$ cat src/msps_pkg.sv
package msps_pkg;

    typedef struct packed {
        logic [1:0] op;
        logic [2:0] face;
        logic [6:0] point;
        logic [7:0] sample_value;
    } t_in_item;

    typedef struct packed {
        logic [15:0] mode_value;
        logic [3:0]  rounds_used;
    } t_out_item;

    localparam logic [1:0] OP_STORE  = 2'd0;
    localparam logic [1:0] OP_COMMIT = 2'd1;
    localparam logic [1:0] OP_QUERY  = 2'd2;

    localparam logic [1:0] REG_LIMIT  = 2'd0;
    localparam logic [1:0] REG_ITER   = 2'd1;
    localparam logic [1:0] REG_THRESH = 2'd2;

    typedef struct packed {
        logic clr_round;
        logic acc;
        logic div_start;
        logic div_step;
        logic finish_round;
    } t_cmd;

    typedef struct packed {
        logic acc_last;
        logic div_done;
        logic stop;
    } t_sts;

    function automatic logic [15:0] weight_lut(input logic [7:0] d);
        logic [15:0] w;
        begin
            case (d)
                8'd0:  w = 16'd65535;
                8'd1:  w = 16'd64884;
                8'd2:  w = 16'd62966;
                8'd3:  w = 16'd59895;
                8'd4:  w = 16'd55846;
                8'd5:  w = 16'd51039;
                8'd6:  w = 16'd45723;
                8'd7:  w = 16'd40149;
                8'd8:  w = 16'd34557;
                8'd9:  w = 16'd29154;
                8'd10: w = 16'd24109;
                8'd11: w = 16'd19543;
                8'd12: w = 16'd15527;
                8'd13: w = 16'd12093;
                8'd14: w = 16'd9231;
                8'd15: w = 16'd6907;
                8'd16: w = 16'd5066;
                8'd17: w = 16'd3642;
                8'd18: w = 16'd2567;
                8'd19: w = 16'd1773;
                8'd20: w = 16'd1200;
                8'd21: w = 16'd797;
                8'd22: w = 16'd518;
                8'd23: w = 16'd330;
                8'd24: w = 16'd207;
                8'd25: w = 16'd127;
                8'd26: w = 16'd76;
                8'd27: w = 16'd45;
                8'd28: w = 16'd26;
                8'd29: w = 16'd15;
                8'd30: w = 16'd8;
                8'd31: w = 16'd4;
                8'd32: w = 16'd2;
                8'd33: w = 16'd1;
                8'd34: w = 16'd1;
                default: w = 16'd0;
            endcase
            return w;
        end
    endfunction

endpackage

$ cat src/msps_ctrl.sv
module msps_ctrl (
    input  logic          i_clk,
    input  logic          i_rst_n,
    input  logic          i_start,
    input  logic          i_empty,
    input  msps_pkg::t_sts i_sts,
    output msps_pkg::t_cmd o_cmd,
    output logic          o_done
);
    import msps_pkg::*;

    typedef enum logic [4:0] {
        S_IDLE = 5'b00001,
        S_ACC  = 5'b00010,
        S_DIV  = 5'b00100,
        S_FIN  = 5'b01000,
        S_CLR  = 5'b10000
    } t_state;

    t_state r_state, n_state;

    always_comb begin
        n_state = r_state;
        o_cmd = '0;
        o_done = 1'b0;
        case (r_state)
            S_IDLE: begin
                if (i_start) n_state = S_CLR;
            end
            S_CLR: begin
                o_cmd.clr_round = 1'b1;
                n_state = i_empty ? S_DIV : S_ACC;
                o_cmd.div_start = i_empty;
            end
            S_ACC: begin
                o_cmd.acc = 1'b1;
                if (i_sts.acc_last) begin
                    n_state = S_DIV;
                    o_cmd.div_start = 1'b1;
                end
            end
            S_DIV: begin
                o_cmd.div_step = 1'b1;
                if (i_sts.div_done) n_state = S_FIN;
            end
            S_FIN: begin
                o_cmd.finish_round = 1'b1;
                if (i_sts.stop) begin
                    o_done = 1'b1;
                    n_state = S_IDLE;
                end else begin
                    n_state = S_CLR;
                end
            end
            default: n_state = S_IDLE;
        endcase
    end

    always_ff @(posedge i_clk) begin
        if (!i_rst_n) r_state <= S_IDLE;
        else r_state <= n_state;
    end
endmodule

$ cat config.mk
export PLATFORM = sky130hd
export DESIGN_NAME = msps_ctrl
export DESIGN_NICKNAME = d
export VERILOG_FILES = /design/src/msps_pkg.sv /design/src/msps_ctrl.sv
export SDC_FILE = /design/constraint.sdc
export NUM_CORES = 1
export LEC_CHECK = 0
export ABC_AREA = 1
export BUFFER_PORTS_ARGS = -buffer_cell sky130_fd_sc_hd__buf_2
export CAP_MARGIN = 20
export CORE_AREA = 4 4 41 43
export CTS_CLUSTER_SIZE = 40
export DETAILED_ROUTE_END_ITERATION = 12
export DIE_AREA = 0 0 45 47
export PLACE_DENSITY_LB_ADDON = 0.05
export SLEW_MARGIN = 20
export SYNTH_ARGS = -nofsm -noshare
export SYNTH_HDL_FRONTEND = slang
export SYNTH_SLANG_ARGS = --single-unit
$ cat constraint.sdc
create_clock -name i_clk -period 1.2 [get_ports i_clk]
set_input_delay 0 -clock i_clk [delete_from_list [all_inputs] [get_ports i_clk]]
set_output_delay 0 -clock i_clk [all_outputs]
set_load 0.005 [all_outputs]
== Word-level counts from Yosys, hierarchy flattened ==
Cells that the tools add are included.

* Eq/ne operators: 8
* Order comparisons: 0
* Bitwise gates (word level): 0
* Add/subtract/negate cells: 0
* Div/mod/pow operators: 0
* Reduce and logical (&&, ||, !) cells: 1
* Multiplexer cells: 14
* Multipliers: 0
* Shifts and indexed selects: 0

{| class="wikitable"
|+ Operator list
! cell !! count
|-
| 5-bit case mux with 5 select lines || 1
|-
| 5-bit two-way mux || 4
|-
| 1-bit two-way mux || 7
|-
| 2-bit != test, second input constant || 3
|-
| 5-bit by 1-bit == test with 1-bit output, second input constant || 1
|-
| 5-bit by 2-bit == test with 1-bit output, second input constant || 1
|-
| 5-bit by 3-bit == test with 1-bit output, second input constant || 1
|-
| 5-bit by 4-bit == test with 1-bit output, second input constant || 1
|-
| 5-bit == test, second input constant || 1
|-
| 3-bit two-way mux || 1
|-
| 3-bit AND reduction || 1
|-
| 1-bit case mux with 2 select lines || 1
|}

* Bits in read-only memories: 0
* Bits of input ports: 7
* Output and inout bits: 6
* Register bits after elaboration: 5
* Bits in latches: 0
* Memories: 0
* Memory bits (writable): 0

== Logic depth before layout (Yosys ltp) ==
Gate-level depths: netlist of the first run.

* Word-level depth: 3
* Depth in mapped cells: 7

== Worst setup path before layout of the first run ==
OpenSTA, ideal clock, no wires.

* Path type: reg2reg
* From: reg r_state[3]
* To: reg r_state[0]
* Data required time: 1.138 ns
* Clock period less this slack: 0.960 ns
* Arrival: 0.898 ns
* Setup slack: 0.240 ns
* Stages on the path, launching flop included: 5
* Library setup time: 0.062 ns
* Cell sequence: dfxtp_1 -> inv_2 -> nor4_2 -> nand2_1 -> nand3_1

* Longest elaborated chain between the ends: 3
* Elaborated cells on any way between the ends: 10

{| class="wikitable"
|+ Ends and longest elaborated chain
! what !! RTL line !! source
|-
| start: declaration || msps_ctrl.sv:20 || <nowiki>t_state r_state, n_state;</nowiki>
|-
| start signal: assignment || msps_ctrl.sv:61 || <nowiki>else r_state <= n_state;</nowiki>
|-
| 5-bit by 2-bit == test with 1-bit output, or another cell as far along || msps_ctrl.sv:26 || <nowiki>case (r_state)</nowiki>
|-
| 2-bit != test (no line) || - ||
|-
| 3-bit AND reduction (no line) || - ||
|}

Parallel ways exist; a longest one is shown, timed or not.
A chain may end at the register's enable or synchronous reset.

== Worst setup path after layout of the first run ==
* From: reg r_state[3]
* To: out o_done

* Longest elaborated chain between the ends: 2

{| class="wikitable"
|+ Ends and longest elaborated chain
! what !! RTL line !! source
|-
| 5-bit by 4-bit == test with 1-bit output || msps_ctrl.sv:26 ||
|-
| 1-bit two-way mux || msps_ctrl.sv:26 ||
|-
| end: declaration || msps_ctrl.sv:8 || <nowiki>output logic o_done</nowiki>
|}

Every way passes these cells.

==> flow_summary.json, run 1 <==
{
  "max-cap-violations": 0,
  "r2r-start": "r_state[2]",
  "antenna_found_initial": 0,
  "worstPathRequired_ps": 1200,
  "critical_path.max_stage_delay_ps": 380,
  "final.period_utilization": 1.00,
  "critPathKind": "flop to primary output",
  "grt.overflow.total": 0,
  "timing.final.max_slew_violations": 0,
  "num-fill-cells": 159,
  "syn_inst": 53,
  "fin_worst_skew_ps": 5.12,
  "postRouteWirelength_mm": 1.02,
  "startpoint_type": "flop",
  "register_containing_the_most_flip_flops_in_the_final_layout": "r_state",
  "nets": 82,
  "dp_hpwl_um": 734,
  "biggestRegsByFlops": "r_state: 5 flops",
  "die_outline_width_um": 45,
  "relSlewSlack": 0.861,
  "design_power_total_mw": 0.677,
  "synth_cell_type_count": 17,
  "cts_tree": "yes",
  "detail_route.first_pass.iterations": 2,
  "dr_total_vias": 418,
  "fmax_mhz": 831,
  "portBuffers": 12,
  "worst-path-max-fanout": 3,
  "detail-route-antenna-nets": 0,
  "timing.final.hold_violations": 0,
  "die_ar_um2": 2120,
  "total_leakage_power_nw": 0.306,
  "floorplan.initialDensity": 0.266,
  "worst_path_max_delay_cell": "sky130_fd_sc_hd__dfxtp_4",
  "clkLatencyLatePin_ps": 260,
  "synth.yosys.seq_area_share": 0.289,
  "outcome": "complete, but fails checks",
  "synth.yosys.warnings": 0,
  "wl_per_cell_um": 11.4,
  "worst_ep_arrival_time_ps": 1200,
  "period_minus_slack_ps": 1200,
  "rsz_0062_raised_after_global_routing": "true",
  "final-instance-count-excl-fill": 89,
  "hold_path_end": "r_state[1]",
  "grt_pass1_vias": 419,
  "commonest_non_fill_non_tap_cell_in_the_layout": "sky130_fd_sc_hd__buf_2",
  "grt_first_pass_wirelength_mm": 1.66,
  "numPlacedInstances": 80,
  "vdd_ir_drop_max_mv": 0.764,
  "clkTransAtPathRegs_ps": 50,
  "largest_register_ff_count": 5,
  "path_cells": "inv_4 > nor4_4 > nand2_1 > inv_1 > buf_2",
  "area_growth_syn_to_layout_pct": 65.3,
  "final_core_utilization": 0.440,
  "setup_viol_count_final": 1,
  "grtUsageTotal": 0.111,
  "pwr_density_cell_nw_per_um2": 1180,
  "worst_setup_path_end_kind": "primary output",
  "syn_area_um2": 347,
  "gpl.final_weighted_congestion": 0.722,
  "synth.net_count": 60,
  "clkSinkCount": 5,
  "antennaDiodeCount": 0,
  "std_cell_rows": 13,
  "mostFrequentLayoutCells": "sky130_fd_sc_hd__buf_2 (12), sky130_fd_sc_hd__inv_1 (11), sky130_fd_sc_hd__nand4_1 (5)",
  "place_worst_setup_slack_ps": 93.1,
  "avgViaCountPerCell": 4.70,
  "worst_r2r_path_depth": 5,
  "numCtsBuffers": 3,
  "min-delay-path-class": "primary input to flop",
  "timing.hold.worst_path_depth": 3,
  "grt_max_degree": 7,
  "timing.reg2reg.setup_slack_ps": 70,
  "ctsRootBufferMaster": "sky130_fd_sc_hd__clkbuf_4",
  "core-area_um2": 1300,
  "ctsLongestPathBuffers": 2,
  "postSynthRegisterBits": 5,
  "synth_area_per_cell_um2": 6.54,
  "final_layout_size_suffix_gt1_frac": 0.568,
  "finalWorstSetupSlack_ps": -2.76,
  "timing.rr.end": "r_state[1]",
  "drc_errors": 0,
  "detail_route.iter0.violations": 2,
  "violations_in_the_final_reports": "negative setup slack",
  "ios": 13,
  "die_y_um": 47,
  "hold_path.startpoint": "i_empty",
  "worst_pin_slew_ps": 208,
  "cts_max_level": 1
}
[timing repair]
action	in CTS	in global routing
hold endpoints to repair	1	0
gates cloned	0	0
hold buffers	1	0
setup buffers	3	1
setup endpoints to repair	3	8
resized for setup	8	18
pin swaps	3	7
[cell usage after synthesis (all sizes together)]
cell / number / area share
a21oi: 1 / 0.014
dfxtp: 5 / 0.29
inv: 14 / 0.15
nand2: 6 / 0.065
nand3: 6 / 0.12
nand3b: 1 / 0.022
nand4: 5 / 0.090
nor2: 9 / 0.13
nor3: 1 / 0.014
nor4: 1 / 0.036
o211ai: 1 / 0.022
o21ai: 2 / 0.029
or2: 1 / 0.018
[worst max-delay path: cells and delay by family (launching register included)]
| kind | cells | cell delay, ps |
|---|---|---|
| simple gates | 2 | 370 |
| flops | 1 | 380 |
| buf+inv | 3 | 200 |
[power breakdown]
group / total, mW / switching [mW] / internal (mW)
Clock: 0.213 / 0.0907 / 0.122
Combinational: 0.238 / 0.141 / 0.0971
Sequential: 0.226 / 0.0362 / 0.190
Total: 0.677 / 0.268 / 0.409
[area by class of cell]
type / count / area (um^2) / share of cell area
Tap cell: 15 / 18.8 / 0.0328
Sequential cell: 5 / 114 / 0.199
Clock buffer: 3 / 22.5 / 0.0393
Timing Repair Buffer: 17 / 108 / 0.188
Clock inverter: 1 / 5.00 / 0.00873
Multi-Input combinational cell: 34 / 248 / 0.432
Inverter: 14 / 57.6 / 0.100
[per-stage QoR]
stage               hold slack (ps)  TNS (ps)  instance area, um^2
floorplan                      97.6         0                  347
global placement                233         0                  425
detailed placement              239         0                  425
CTS                            22.8         0                  514
global route                   31.1      -267                  573
finish                         20.5     -2.76                  573
[worst max-delay path by stage]
stage | start | endpoint | slack, ps
2_1_floorplan | r_state[3] | r_state[0] | 240
3_3_place_gp | r_state[4] | r_state[0] | 70
3_5_place_dp | r_state[4] | r_state[4] | 90
4_1_cts | r_state[3] | o_done | 1
5_1_grt | r_state[3] | o_done | -110
6_report | r_state[3] | o_done | -3
[kinds of logic (layout without fill, tap and decap cells)]
group	count (synthesis)	after routing	synth area share
simple gates	30	30	0.495
buf+inv	14	35	0.152
flops	5	5	0.289
compound gates	4	4	0.0650
[metal layers]
| layer | vias up | global-route usage | part of all wire | routed length (um) |
|---|---|---|---|---|
| met1 | 195 | 0.120 | 0.40 | 401 |
| met2 | 9 | 0.186 | 0.53 | 535 |
| met5 | - | 0 | 0 | 0 |
| met3 | 2 | 0.0613 | 0.067 | 68 |
| li1 | 212 | - | - | - |
| met4 | 0 | 0.0351 | 0.0099 | 10 |
No activity file was read; power rests on OpenSTA's default activity.
==> inputs of run 2 (changes only) <==
--- a/config.mk
+++ b/config.mk
@@ -14,3 +14,4 @@
 export DIE_AREA = 0 0 45 47
-export PLACE_DENSITY_LB_ADDON = 0.05
+export PLACE_DENSITY = 0.55
+export RECOVER_POWER = 25
 export SLEW_MARGIN = 20
==> constraint.sdc (replaced) <==
create_clock -name i_clk -period 1.2 [get_ports i_clk]
set_input_delay 0.18 -clock i_clk [delete_from_list [all_inputs] [get_ports i_clk]]
set_output_delay 0.18 -clock i_clk [all_outputs]
set_load 0.005 [all_outputs]
==> flow_summary.json, run 2 (same netlist as run 1, synthesis figures left out) <==
{
  "fin_worst_skew_ps": 5.89,
  "cts_tree": "yes",
  "ios": 13,
  "total_leakage_power_nw": 0.311,
  "fmax_mhz": 709,
  "final_layout_size_suffix_gt1_frac": 0.592,
  "grt.overflow.total": 0,
  "mostFrequentLayoutCells": "sky130_fd_sc_hd__buf_2 (11), sky130_fd_sc_hd__inv_1 (10), sky130_fd_sc_hd__nand4_1 (5)",
  "std_cell_rows": 13,
  "wl_per_cell_um": 10.2,
  "grt_first_pass_wirelength_mm": 1.47,
  "cts_max_level": 1,
  "num-fill-cells": 134,
  "relSlewSlack": 0.853,
  "clkTransAtPathRegs_ps": 50,
  "period_minus_slack_ps": 1410,
  "worst_pin_slew_ps": 221,
  "final-instance-count-excl-fill": 91,
  "startpoint_type": "flop",
  "antennaDiodeCount": 0,
  "rsz_0062_raised_after_global_routing": "true",
  "core-area_um2": 1300,
  "critical_path.max_stage_delay_ps": 360,
  "critPathKind": "flop to primary output",
  "biggestRegsByFlops": "r_state: 5 flops",
  "dp_hpwl_um": 685,
  "setup_viol_count_final": 7,
  "antenna_found_initial": 0,
  "worst-path-max-fanout": 4,
  "vdd_ir_drop_max_mv": 0.483,
  "avgViaCountPerCell": 4.49,
  "worstPathRequired_ps": 1020,
  "nets": 84,
  "ctsRootBufferMaster": "sky130_fd_sc_hd__clkbuf_4",
  "numCtsBuffers": 3,
  "pwr_density_cell_nw_per_um2": 1150,
  "floorplan.initialDensity": 0.266,
  "gpl.final_weighted_congestion": 0.784,
  "timing.final.max_slew_violations": 0,
  "timing.final.hold_violations": 0,
  "min-delay-path-class": "primary input to flop",
  "final_core_utilization": 0.447,
  "outcome": "complete, but fails checks",
  "ctsLongestPathBuffers": 2,
  "worst_setup_path_end_kind": "primary output",
  "final.period_utilization": 1.18,
  "die_ar_um2": 2120,
  "grt_pass1_vias": 362,
  "detail-route-antenna-nets": 0,
  "finalWorstSetupSlack_ps": -211,
  "register_containing_the_most_flip_flops_in_the_final_layout": "r_state",
  "number_of_buffer_and_inverter_instances_along_the_worst_setup_path": 2,
  "violations_in_the_final_reports": "negative setup slack",
  "critPathTopFamily": "flip-flops",
  "die_outline_width_um": 45,
  "detail_route.first_pass.iterations": 3,
  "grtUsageTotal": 0.105,
  "max-cap-violations": 0,
  "area_growth_syn_to_layout_pct": 67.9,
  "dr_total_vias": 409,
  "clkLatencyLatePin_ps": 250,
  "worst_path_max_delay_cell": "sky130_fd_sc_hd__dfxtp_4",
  "die_y_um": 47,
  "worst_ep_arrival_time_ps": 1230,
  "setup-tns-final_ps": -660,
  "drc_errors": 0,
  "clkSinkCount": 5,
  "detail_route.iter0.violations": 5,
  "postRouteWirelength_um": 931,
  "numPlacedInstances": 81,
  "largest_register_ff_count": 5,
  "commonest_non_fill_non_tap_cell_in_the_layout": "sky130_fd_sc_hd__buf_2",
  "design_power_total_mw": 0.669,
  "portBuffers": 12,
  "path_cells": "nor2_4 > buf_6 > nand4_1 > o21ai_1 > buf_2",
  "grt_max_degree": 7
}
[run 2: final timing paths]
path / startpoint / slack [ps] / endpoint / depth (start not counted)
hold / removal: i_rst_n / 170 / r_state[2] / 3
setup / recovery: r_state[2] / -210 / o_cmd[2] / 5
setup reg to reg: r_state[2] / -30 / r_state[1] / 6
hold reg to reg: r_state[3] / 580 / r_state[3] / 3
[run 2: layer usage]
| metal | track usage | wire (um) | share of wire |
|---|---|---|---|
| met5 | 0 | 0 | 0 |
| met2 | 0.124 | 374 | 0.40 |
| met1 | 0.134 | 465 | 0.50 |
| met4 | 0.0702 | 17 | 0.018 |
| met3 | 0.0690 | 73 | 0.078 |
[run 2: final cells by class]
type                       count  area (um^2)  share of cell area
clock buffer                   3         22.5              0.0387
clock inverter                 1         5.00             0.00860
multi-input combinational     34          239               0.411
tap                           15         18.8              0.0323
sequential                     5          111               0.191
timing repair buffer          19          130               0.224
inverter                      14         55.1              0.0946
[run 2: report_power, final]
part	switching (mW)	internal, mW
Clock	0.0826	0.121
Sequential	0.0277	0.188
Combinational	0.135	0.115
[run 2: tightest hold or removal path, stage by stage]
cell and delay [ps]:
sky130_fd_sc_hd__buf_2 120, sky130_fd_sc_hd__nand2_1 60, sky130_fd_sc_hd__inv_1 40
[run 2: through the flow]
stage / setup slack (ps) / hold WS (ps) / cell area, um^2
6_report: -211 / 172 / 582
5_1_grt: -283 / 151 / 582
3_5_place_dp: 48.6 / 425 / 433
4_1_cts: -178 / 158 / 548
2_1_floorplan: 128 / 278 / 347
3_3_place_gp: 55.8 / 424 / 433
[run 2: repair_timing]
item | CTS | global route
setup buffers | 5 | 2
pin swaps | 4 | 4
setup endpoints to repair | 6 | 8
resized for setup | 18 | 8
hold buffers | 0 | 0
